`src/rtl/v3n_pkg.sv`:
```
package v3n_pkg;

    localparam int unsigned CompWidth = 16;
    localparam int unsigned SumWidth = 32;
    localparam int unsigned LenWidth = 16;
    localparam int unsigned FracBits = 14;
    localparam int unsigned QuoWidth = FracBits + 2;
    localparam int unsigned DivWidth = CompWidth + FracBits;
    localparam logic [QuoWidth-1:0] Q14One = QuoWidth'(16384);
    localparam logic [LenWidth-1:0] Q8One = LenWidth'(256);
    localparam int unsigned SqrtStepsPerStage = 2;
    localparam int unsigned DivStepsPerStage = 2;

    typedef struct packed {
        logic [CompWidth-1:0] mag;
        logic                 neg;
    } comp_t;

    typedef struct packed {
        comp_t [2:0] comp;
        logic        was_zero;
    } side_t;

endpackage

```
`src/rtl/v3n_sqrt_pipe.sv`:
```
// Pipelined bit-by-bit square root, two result bits per stage.
module v3n_sqrt_pipe (
    input  logic                                 aclk,
    input  logic                                 aresetn,
    input  logic                                 advance,
    input  logic                                 in_valid,
    input  logic [v3n_pkg::SumWidth-1:0]         in_sum,
    input  v3n_pkg::side_t                       in_side,
    output logic                                 out_valid,
    output logic [v3n_pkg::LenWidth-1:0]         out_len,
    output v3n_pkg::side_t                       out_side
);
    localparam int unsigned Steps = v3n_pkg::LenWidth;
    localparam int unsigned Stages = Steps / v3n_pkg::SqrtStepsPerStage;
    localparam int unsigned RemW = v3n_pkg::LenWidth + 2;

    logic [Stages:1]                         valid_reg;
    logic [v3n_pkg::SumWidth-1:0]            rad_reg  [1:Stages];
    logic [RemW-1:0]                         rem_reg  [1:Stages];
    logic [v3n_pkg::LenWidth-1:0]            root_reg [1:Stages];
    v3n_pkg::side_t                          side_reg [1:Stages];

    for (genvar s = 0; s < Stages; s++) begin : g_stage
        logic                         valid_cur;
        logic [v3n_pkg::SumWidth-1:0] rad_cur;
        logic [RemW-1:0]              rem_cur;
        logic [v3n_pkg::LenWidth-1:0] root_cur;
        v3n_pkg::side_t               side_cur;
        logic [v3n_pkg::SumWidth-1:0] rad_next;
        logic [RemW-1:0]              rem_next;
        logic [v3n_pkg::LenWidth-1:0] root_next;

        if (s == 0) begin : g_first
            assign valid_cur = in_valid;
            assign rad_cur   = in_sum;
            assign rem_cur   = '0;
            assign root_cur  = '0;
            assign side_cur  = in_side;
        end else begin : g_later
            assign valid_cur = valid_reg[s];
            assign rad_cur   = rad_reg[s];
            assign rem_cur   = rem_reg[s];
            assign root_cur  = root_reg[s];
            assign side_cur  = side_reg[s];
        end

        always_comb begin
            logic [RemW-1:0] trial;
            rad_next  = rad_cur;
            rem_next  = rem_cur;
            root_next = root_cur;
            for (int k = 0; k < v3n_pkg::SqrtStepsPerStage; k++) begin
                rem_next  = {rem_next[RemW-3:0], rad_next[v3n_pkg::SumWidth-1 -: 2]};
                rad_next  = {rad_next[v3n_pkg::SumWidth-3:0], 2'b00};
                trial     = {root_next, 2'b01};
                if (rem_next >= trial) begin
                    rem_next  = rem_next - trial;
                    root_next = {root_next[v3n_pkg::LenWidth-2:0], 1'b1};
                end else begin
                    root_next = {root_next[v3n_pkg::LenWidth-2:0], 1'b0};
                end
            end
        end

        always_ff @(posedge aclk) begin
            if (!aresetn) begin
                valid_reg[s+1] <= 1'b0;
            end else if (advance) begin
                valid_reg[s+1] <= valid_cur;
            end
            if (advance) begin
                rad_reg[s+1]  <= rad_next;
                rem_reg[s+1]  <= rem_next;
                root_reg[s+1] <= root_next;
                side_reg[s+1] <= side_cur;
            end
        end
    end

    assign out_valid = valid_reg[Stages];
    assign out_len   = root_reg[Stages];
    assign out_side  = side_reg[Stages];
endmodule

```
`src/rtl/v3n_div_pipe.sv`:
```
// Three parallel restoring dividers, pipelined, two quotient bits per stage.
module v3n_div_pipe (
    input  logic                                 aclk,
    input  logic                                 aresetn,
    input  logic                                 advance,
    input  logic                                 in_valid,
    input  logic [v3n_pkg::LenWidth-1:0]         in_len,
    input  v3n_pkg::side_t                       in_side,
    output logic                                 out_valid,
    output logic [v3n_pkg::LenWidth-1:0]         out_len,
    output logic [v3n_pkg::QuoWidth-1:0]         out_quo [3],
    output v3n_pkg::side_t                       out_side
);
    // Quotient never exceeds 2^15 since |c| <= len; 16 bits of quotient suffice.
    localparam int unsigned Steps = v3n_pkg::QuoWidth;
    localparam int unsigned Stages = Steps / v3n_pkg::DivStepsPerStage;
    localparam int unsigned RemW = v3n_pkg::LenWidth + 1;
    localparam int unsigned NumW = v3n_pkg::QuoWidth;

    logic [Stages:1]                 valid_reg;
    logic [v3n_pkg::LenWidth-1:0]    len_reg  [1:Stages];
    v3n_pkg::side_t                  side_reg [1:Stages];
    logic [RemW-1:0]                 rem_reg  [1:Stages][3];
    logic [NumW-1:0]                 num_reg  [1:Stages][3];

    for (genvar s = 0; s < Stages; s++) begin : g_stage
        logic                         valid_cur;
        logic [v3n_pkg::LenWidth-1:0] len_cur;
        v3n_pkg::side_t               side_cur;
        logic [RemW-1:0]              rem_cur [3];
        logic [NumW-1:0]              num_cur [3];
        logic [RemW-1:0]              rem_next [3];
        logic [NumW-1:0]              num_next [3];

        if (s == 0) begin : g_first
            assign valid_cur = in_valid;
            assign len_cur   = in_len;
            assign side_cur  = in_side;
            always_comb begin
                for (int c = 0; c < 3; c++) begin
                    // Dividend is mag * 2^14: the upper part preloads the remainder.
                    rem_cur[c] = RemW'(in_side.comp[c].mag >> (NumW - v3n_pkg::FracBits));
                    num_cur[c] = NumW'({in_side.comp[c].mag, {v3n_pkg::FracBits{1'b0}}});
                end
            end
        end else begin : g_later
            assign valid_cur = valid_reg[s];
            assign len_cur   = len_reg[s];
            assign side_cur  = side_reg[s];
            always_comb begin
                for (int c = 0; c < 3; c++) begin
                    rem_cur[c] = rem_reg[s][c];
                    num_cur[c] = num_reg[s][c];
                end
            end
        end

        always_comb begin
            logic [RemW-1:0] shifted;
            for (int c = 0; c < 3; c++) begin
                rem_next[c] = rem_cur[c];
                num_next[c] = num_cur[c];
                for (int k = 0; k < v3n_pkg::DivStepsPerStage; k++) begin
                    shifted = {rem_next[c][RemW-2:0], num_next[c][NumW-1]};
                    if (shifted >= {1'b0, len_cur}) begin
                        rem_next[c] = shifted - {1'b0, len_cur};
                        num_next[c] = {num_next[c][NumW-2:0], 1'b1};
                    end else begin
                        rem_next[c] = shifted;
                        num_next[c] = {num_next[c][NumW-2:0], 1'b0};
                    end
                end
            end
        end

        always_ff @(posedge aclk) begin
            if (!aresetn) begin
                valid_reg[s+1] <= 1'b0;
            end else if (advance) begin
                valid_reg[s+1] <= valid_cur;
            end
            if (advance) begin
                len_reg[s+1]  <= len_cur;
                side_reg[s+1] <= side_cur;
                for (int c = 0; c < 3; c++) begin
                    rem_reg[s+1][c] <= rem_next[c];
                    num_reg[s+1][c] <= num_next[c];
                end
            end
        end
    end

    assign out_valid = valid_reg[Stages];
    assign out_len   = len_reg[Stages];
    assign out_side  = side_reg[Stages];
    always_comb begin
        for (int c = 0; c < 3; c++) begin
            out_quo[c] = num_reg[Stages][c];
        end
    end
endmodule

```
`src/rtl/vector3_normalise_with_magnitude_unit.sv`:
```
// Normalizes one signed Q8.8 vector per cycle into signed Q1.14 unit components
// and an unsigned Q8.8 length (floor of the root), truncating toward zero. A zero
// vector yields x = 1.0, length 1.0 and was_zero set. Throughput is one transfer
// per cycle while not stalled. The squares and their sum are registered in turn,
// then follow the two-bit-per-stage square root, the three dividers, and one
// register for sign and output. The whole pipe halts while m_ready is low and
// the output register is full.
module vector3_normalise_with_magnitude_unit (
    input  logic                                aclk,
    input  logic                                aresetn,
    input  logic                                s_valid,
    output logic                                s_ready,
    input  logic signed [v3n_pkg::CompWidth-1:0] s_vec_x,
    input  logic signed [v3n_pkg::CompWidth-1:0] s_vec_y,
    input  logic signed [v3n_pkg::CompWidth-1:0] s_vec_z,
    output logic                                m_valid,
    input  logic                                m_ready,
    output logic signed [v3n_pkg::CompWidth-1:0] m_unit_x,
    output logic signed [v3n_pkg::CompWidth-1:0] m_unit_y,
    output logic signed [v3n_pkg::CompWidth-1:0] m_unit_z,
    output logic        [v3n_pkg::LenWidth-1:0]  m_length,
    output logic                                m_was_zero
);
    logic advance;
    assign advance = !m_valid || m_ready;
    assign s_ready = advance;

    // Stage 1: magnitudes and squares.
    logic                              v1_reg;
    v3n_pkg::side_t                    side1_reg;
    logic [2*v3n_pkg::CompWidth-1:0]   sq_reg [3];
    v3n_pkg::side_t                    side1_next;

    always_comb begin
        logic signed [v3n_pkg::CompWidth-1:0] c_in [3];
        c_in[0] = s_vec_x;
        c_in[1] = s_vec_y;
        c_in[2] = s_vec_z;
        side1_next = '0;
        for (int c = 0; c < 3; c++) begin
            side1_next.comp[c].neg = c_in[c][v3n_pkg::CompWidth-1];
            side1_next.comp[c].mag = c_in[c][v3n_pkg::CompWidth-1]
                ? v3n_pkg::CompWidth'(-c_in[c]) : c_in[c];
        end
    end

    always_ff @(posedge aclk) begin
        if (!aresetn) begin
            v1_reg <= 1'b0;
        end else if (advance) begin
            v1_reg <= s_valid;
        end
        if (advance) begin
            side1_reg <= side1_next;
            for (int c = 0; c < 3; c++) begin
                sq_reg[c] <= side1_next.comp[c].mag * side1_next.comp[c].mag;
            end
        end
    end

    // Stage 2: sum of squares and zero detect.
    logic                          v2_reg;
    v3n_pkg::side_t                side2_reg;
    logic [v3n_pkg::SumWidth-1:0]  sum_reg;
    logic [v3n_pkg::SumWidth-1:0]  sum_next;
    v3n_pkg::side_t                side2_next;

    assign sum_next = sq_reg[0] + sq_reg[1] + sq_reg[2];

    always_comb begin
        side2_next          = side1_reg;
        side2_next.was_zero = (sum_next == '0);
    end

    always_ff @(posedge aclk) begin
        if (!aresetn) begin
            v2_reg <= 1'b0;
        end else if (advance) begin
            v2_reg <= v1_reg;
        end
        if (advance) begin
            sum_reg   <= sum_next;
            side2_reg <= side2_next;
        end
    end

    logic                          v3_valid;
    logic [v3n_pkg::LenWidth-1:0]  sq_len;
    v3n_pkg::side_t                side3;

    v3n_sqrt_pipe u_sqrt (
        .aclk      (aclk),
        .aresetn   (aresetn),
        .advance   (advance),
        .in_valid  (v2_reg),
        .in_sum    (sum_reg),
        .in_side   (side2_reg),
        .out_valid (v3_valid),
        .out_len   (sq_len),
        .out_side  (side3)
    );

    logic                          v4_valid;
    logic [v3n_pkg::LenWidth-1:0]  len4;
    logic [v3n_pkg::QuoWidth-1:0]  quo4 [3];
    v3n_pkg::side_t                side4;
    logic [v3n_pkg::LenWidth-1:0]  div_len;

    // A zero length would divide by zero; those results are replaced below.
    assign div_len = side3.was_zero ? v3n_pkg::Q8One : sq_len;

    v3n_div_pipe u_div (
        .aclk      (aclk),
        .aresetn   (aresetn),
        .advance   (advance),
        .in_valid  (v3_valid),
        .in_len    (div_len),
        .in_side   (side3),
        .out_valid (v4_valid),
        .out_len   (len4),
        .out_quo   (quo4),
        .out_side  (side4)
    );

    // Output register: clamp, restore sign, apply zero default.
    logic                                  m_valid_reg;
    logic [v3n_pkg::CompWidth-1:0]         unit_reg [3];
    logic [v3n_pkg::LenWidth-1:0]          len_reg;
    logic                                  zero_reg;
    logic [v3n_pkg::CompWidth-1:0]         unit_next [3];

    always_comb begin
        logic [v3n_pkg::QuoWidth-1:0] q;
        for (int c = 0; c < 3; c++) begin
            q = (quo4[c] > v3n_pkg::Q14One) ? v3n_pkg::Q14One : quo4[c];
            unit_next[c] = side4.comp[c].neg ? v3n_pkg::CompWidth'(-q)
                                             : v3n_pkg::CompWidth'(q);
        end
        if (side4.was_zero) begin
            unit_next[0] = v3n_pkg::CompWidth'(v3n_pkg::Q14One);
            unit_next[1] = '0;
            unit_next[2] = '0;
        end
    end

    always_ff @(posedge aclk) begin
        if (!aresetn) begin
            m_valid_reg <= 1'b0;
        end else if (advance) begin
            m_valid_reg <= v4_valid;
        end
        if (advance) begin
            for (int c = 0; c < 3; c++) begin
                unit_reg[c] <= unit_next[c];
            end
            len_reg  <= side4.was_zero ? v3n_pkg::Q8One : len4;
            zero_reg <= side4.was_zero;
        end
    end

    assign m_valid    = m_valid_reg;
    assign m_unit_x   = unit_reg[0];
    assign m_unit_y   = unit_reg[1];
    assign m_unit_z   = unit_reg[2];
    assign m_length   = len_reg;
    assign m_was_zero = zero_reg;

    a_zero_default: assert property (@(posedge aclk) disable iff (!aresetn)
        m_valid && m_was_zero |-> m_length == v3n_pkg::Q8One)
        else $error("zero vector without default length");
    a_unit_range: assert property (@(posedge aclk) disable iff (!aresetn)
        m_valid |-> ($signed(m_unit_x) <= 16384 && $signed(m_unit_x) >= -16384))
        else $error("unit x out of range");
    a_stall_holds: assert property (@(posedge aclk) disable iff (!aresetn)
        !advance |=> $stable(v4_valid) && $stable(m_length))
        else $error("pipeline moved during stall");
endmodule

```
`config.mk`:
```
export PLATFORM = sky130hd
export DESIGN_NAME = vector3_normalise_with_magnitude_unit
export DESIGN_NICKNAME = d
export VERILOG_FILES = /design/src/rtl/v3n_pkg.sv /design/src/rtl/v3n_sqrt_pipe.sv /design/src/rtl/v3n_div_pipe.sv /design/src/rtl/vector3_normalise_with_magnitude_unit.sv
export SDC_FILE = /design/constraint.sdc
export NUM_CORES = 2
export LEC_CHECK = 0
export BUFFER_PORTS_ARGS = -buffer_cell sky130_fd_sc_hd__buf_2
export CORE_AREA = 2 2 484 486
export DETAILED_ROUTE_END_ITERATION = 8
export DIE_AREA = 0 0 486 488
export PLACE_DENSITY_LB_ADDON = 0.1
export SLEW_MARGIN = 20
export SYNTH_ARGS = -nofsm -noshare
export SYNTH_HDL_FRONTEND = slang
export SYNTH_SLANG_ARGS = --single-unit
```
`constraint.sdc`:
```
create_clock -name aclk -period 64.1 [get_ports aclk]
set_clock_uncertainty 0.05 [all_clocks]
set_input_delay 9.615 -clock aclk [delete_from_list [all_inputs] [get_ports aclk]]
set_output_delay 9.615 -clock aclk [all_outputs]
set_load 0.05 [all_outputs]
```
==> summary.md <==
| Metric | Value |
|---|---|
| Run status | completed |
| Inst Count DP | 14,800 |
| Area growth, synth to finish | 9.06% |
| Crit start category | primary input |
| Clk Latency, worst-skew pair | 860 ps |
| Die area | 0.237 mm^2 |
| Die Height | 488 um |
| CP endpoint | s_ready |
| Post-DRT Antenna Nets | 0 |
| Synth warn | 0 |
| Post-synth EDFFs | 1,707 |
| Post-synth ARST share | 0% |
| Final hold vios | 0 |
| Crit path from | m_ready |
| Max-Cap Viols | 0 |
| R2R depth | 23 |
| Largest register FFs | 416 |
| Commonest non-fill, non-tap cells in the layout | edfxtp_1, inv_1, ha_1, nor2_1, nand2_1 |
| Placer Congestion | 0.938 |
| Top_reg_cell synth | edfxtp_1 |
| Hold-fix buffers, CTS | 0 |
| Max Root-Sink Buffers | 3 |
| Share of cells above drive strength 1 | 9.82% |
| Routed wire per std cell | 21.8 um |
| Critical path data arrival time | 11,030 ps |
| Post-DR vias/cell | 5.88 |
| Post-cts gate resize count | 0 |
| Worst R2R Setup Slack | 56,350 ps |
| Tcrit/Tclk final | 32.3% |
| Unrepaired setup endpoints after global routing | false |
| Clock transition at path regs | ~60 ps |
| Clock buffer count from CTS | roughly 190 |
| Maximum fanout along the worst path | 114 |
| Critical path class | in -> out |
| Slew @ Worst Pin | around 1100 ps |
| Dpl hpwl | 261,000 um |
| Library cells used by synthesis | 116 |
| First-pass GRT wire length | 509,000 um |
| Die Wd | just under 500 um |
| Initial antenna violation count | 17 |
| RR Endpoint | u_div.rem_reg[0][314] |
| Seq/Total Area, Yosys | 40.7% |
| Min cycle time layout | just over 20,000 ps |
| Cells after synthesis | between 10,000 and 15,000 |
| Clock sink total | 1,726 |
| CTS tree | built |
| Setup Buffers After CTS | 0 |
| IO Pins | approximately 120 |
| Crit end category | output pin |
| Htree depth | 4 |
| Total Wirelength | 331,000 um |
| Worst flop-to-flop path startpoint | u_div.len_reg[5][1] |
| Starting Density | 54.7% |
| Setup TNS | 0 ps |
| GRT Total Usage | between 20 and 30% |
| Commonest non-fill, non-tap cell in the layout | edfxtp_1 |
| Slew Limit Fails | 0 |
| DRC Markers | 0 |
| Number of detailed-route iterations in the first pass | 6 |
| Critical Path RT | 54,440 ps |
| IO Port Bufs | 118 |
| Core area | roughly 0.23 mm^2 |
| Number of synthesized register bits | 1,726 |
| Cell Area, Synth | 0.127 mm^2 |
| Rel. slew slack | between 20% and 30% |
| Overflow after GRT | 0 |
| Nets@finish | between 10,000 and 15,000 |
| Root Buffer | clkbuf_16 |
| Total number of vias | a little under 90,000 |
| F_max | 48.3 MHz |
| Worst Hold Class | reg -> reg |
| Non-Filler Instances | ~15,000 |
| Largest net degree at the start of global routing | 182 |
| Synth Area per Inst | 10.8 um^2 |
| Core Rows | 177 |
| Initial DRC Count | approximately 7,000 |
| Hold_ws | approximately 340 ps |
| Number of global-route vias before repair | 88,100 |
| Final setup vio count | 0 |
-- worst min path at each step --
| stage | from | end | slack (ps) | cells after the start |
|---|---|---|---|---|
| final | u_sqrt.side_reg[0][280] | u_sqrt.side_reg[0][332] | 340 | 0 |
| after global routing | u_sqrt.side_reg[0][229] | u_sqrt.side_reg[0][281] | 350 | 0 |
| after global placement | u_sqrt.side_reg[0][157] | u_sqrt.side_reg[0][209] | 350 | 0 |
| after CTS | u_sqrt.side_reg[0][280] | u_sqrt.side_reg[0][332] | 340 | 0 |
| after detailed placement | side1_reg[3] | side2_reg[3] | 350 | 0 |
| after floorplan | side1_reg[10] | side2_reg[10] | 350 | 0 |
-- critical path: stages --
cell     delay (ps)
buf_2            90
nor2b_1         430
buf_4           310
inv_8           240
buf_2           320
-- Yosys cell counts, types with 25 or more instances --
library cell / instances / area, um^2
nand2_1: 788 / 2960
nor4_1: 53 / 332
clkbuf_1: 116 / 435
o31ai_1: 65 / 488
a2111oi_0: 33 / 289
a211oi_1: 80 / 601
a31oi_1: 86 / 538
o41ai_1: 32 / 280
edfxtp_1: 1707 / 51300
nor2_1: 826 / 3100
or3_1: 101 / 632
inv_1: 1251 / 4700
o31a_1: 30 / 263
nand2b_1: 100 / 626
xor2_1: 288 / 2520
a31o_2: 25 / 219
o211ai_1: 40 / 300
o21ai_0: 462 / 2310
o21bai_1: 122 / 916
nand3_1: 169 / 846
or2_2: 53 / 332
nor2b_1: 156 / 976
and3_1: 71 / 444
o21ai_1: 33 / 165
o21a_1: 111 / 833
and2_1: 63 / 394
a21oi_1: 646 / 3230
a21boi_0: 73 / 548
clkinv_1: 27 / 101
ha_1: 1220 / 15300
mux2_2: 493 / 5550
nor3_1: 272 / 1360
fa_1: 547 / 11000
nand4_1: 161 / 1010
xnor2_1: 541 / 4740
buf_2: 47 / 235
a21o_1: 308 / 2310
a211o_1: 37 / 324
mux2i_1: 43 / 430
-- cell type report --
class                   instances  area, um^2
well taps                    3043        3810
flip-flops and latches       1726       51600
fillers                     19200       93600
clock inverters               132        1660
clock buffers                 225        4950
repair buffers                253        1630
inverters                    1288        4840
diodes                          8        20.0
multi-input cells            8530       69700
-- routing by layer --
metal / routed length, um / GRT usage (%)
met1: 149000 / 38.5
met2: 153000 / 45.1
met3: 17100 / 3.36
met4: 12700 / 10.0
met5: 22 / 0
-- through the flow --
stage | area [um^2] | util (%) | setup WS [ps]
global placement | 132000 | 56.8 | 43380
floorplan | 127000 | - | 23120
CTS | 138000 | 59.6 | 43360
global route | 138000 | 59.6 | 43220
finish | 138000 | 59.6 | 43400
detailed placement | 132000 | 56.8 | 43360
-- cell families (layout without fill, tap and decap cells) --
| group | after synthesis | in the layout | share of synthesized area (%) |
|---|---|---|---|
| AND/OR/NAND/NOR | 2938 | 2938 | 11.1 |
| AO/OA/AOI/OAI | 2414 | 2414 | 12.5 |
| adder cells (fa/ha/maj) | 1768 | 1768 | 20.7 |
| flip-flops | 1726 | 1726 | 40.7 |
| buffers and inverters | 1467 | 1898 | 4.43 |
| XOR/XNOR | 830 | 830 | 5.74 |
| multiplexers | 542 | 542 | 4.78 |
| other | 2 | 46 | 0.00592 |
Power is not shown: default switching activity piles up to over one toggle a cycle in this logic, so the estimate is an artifact.
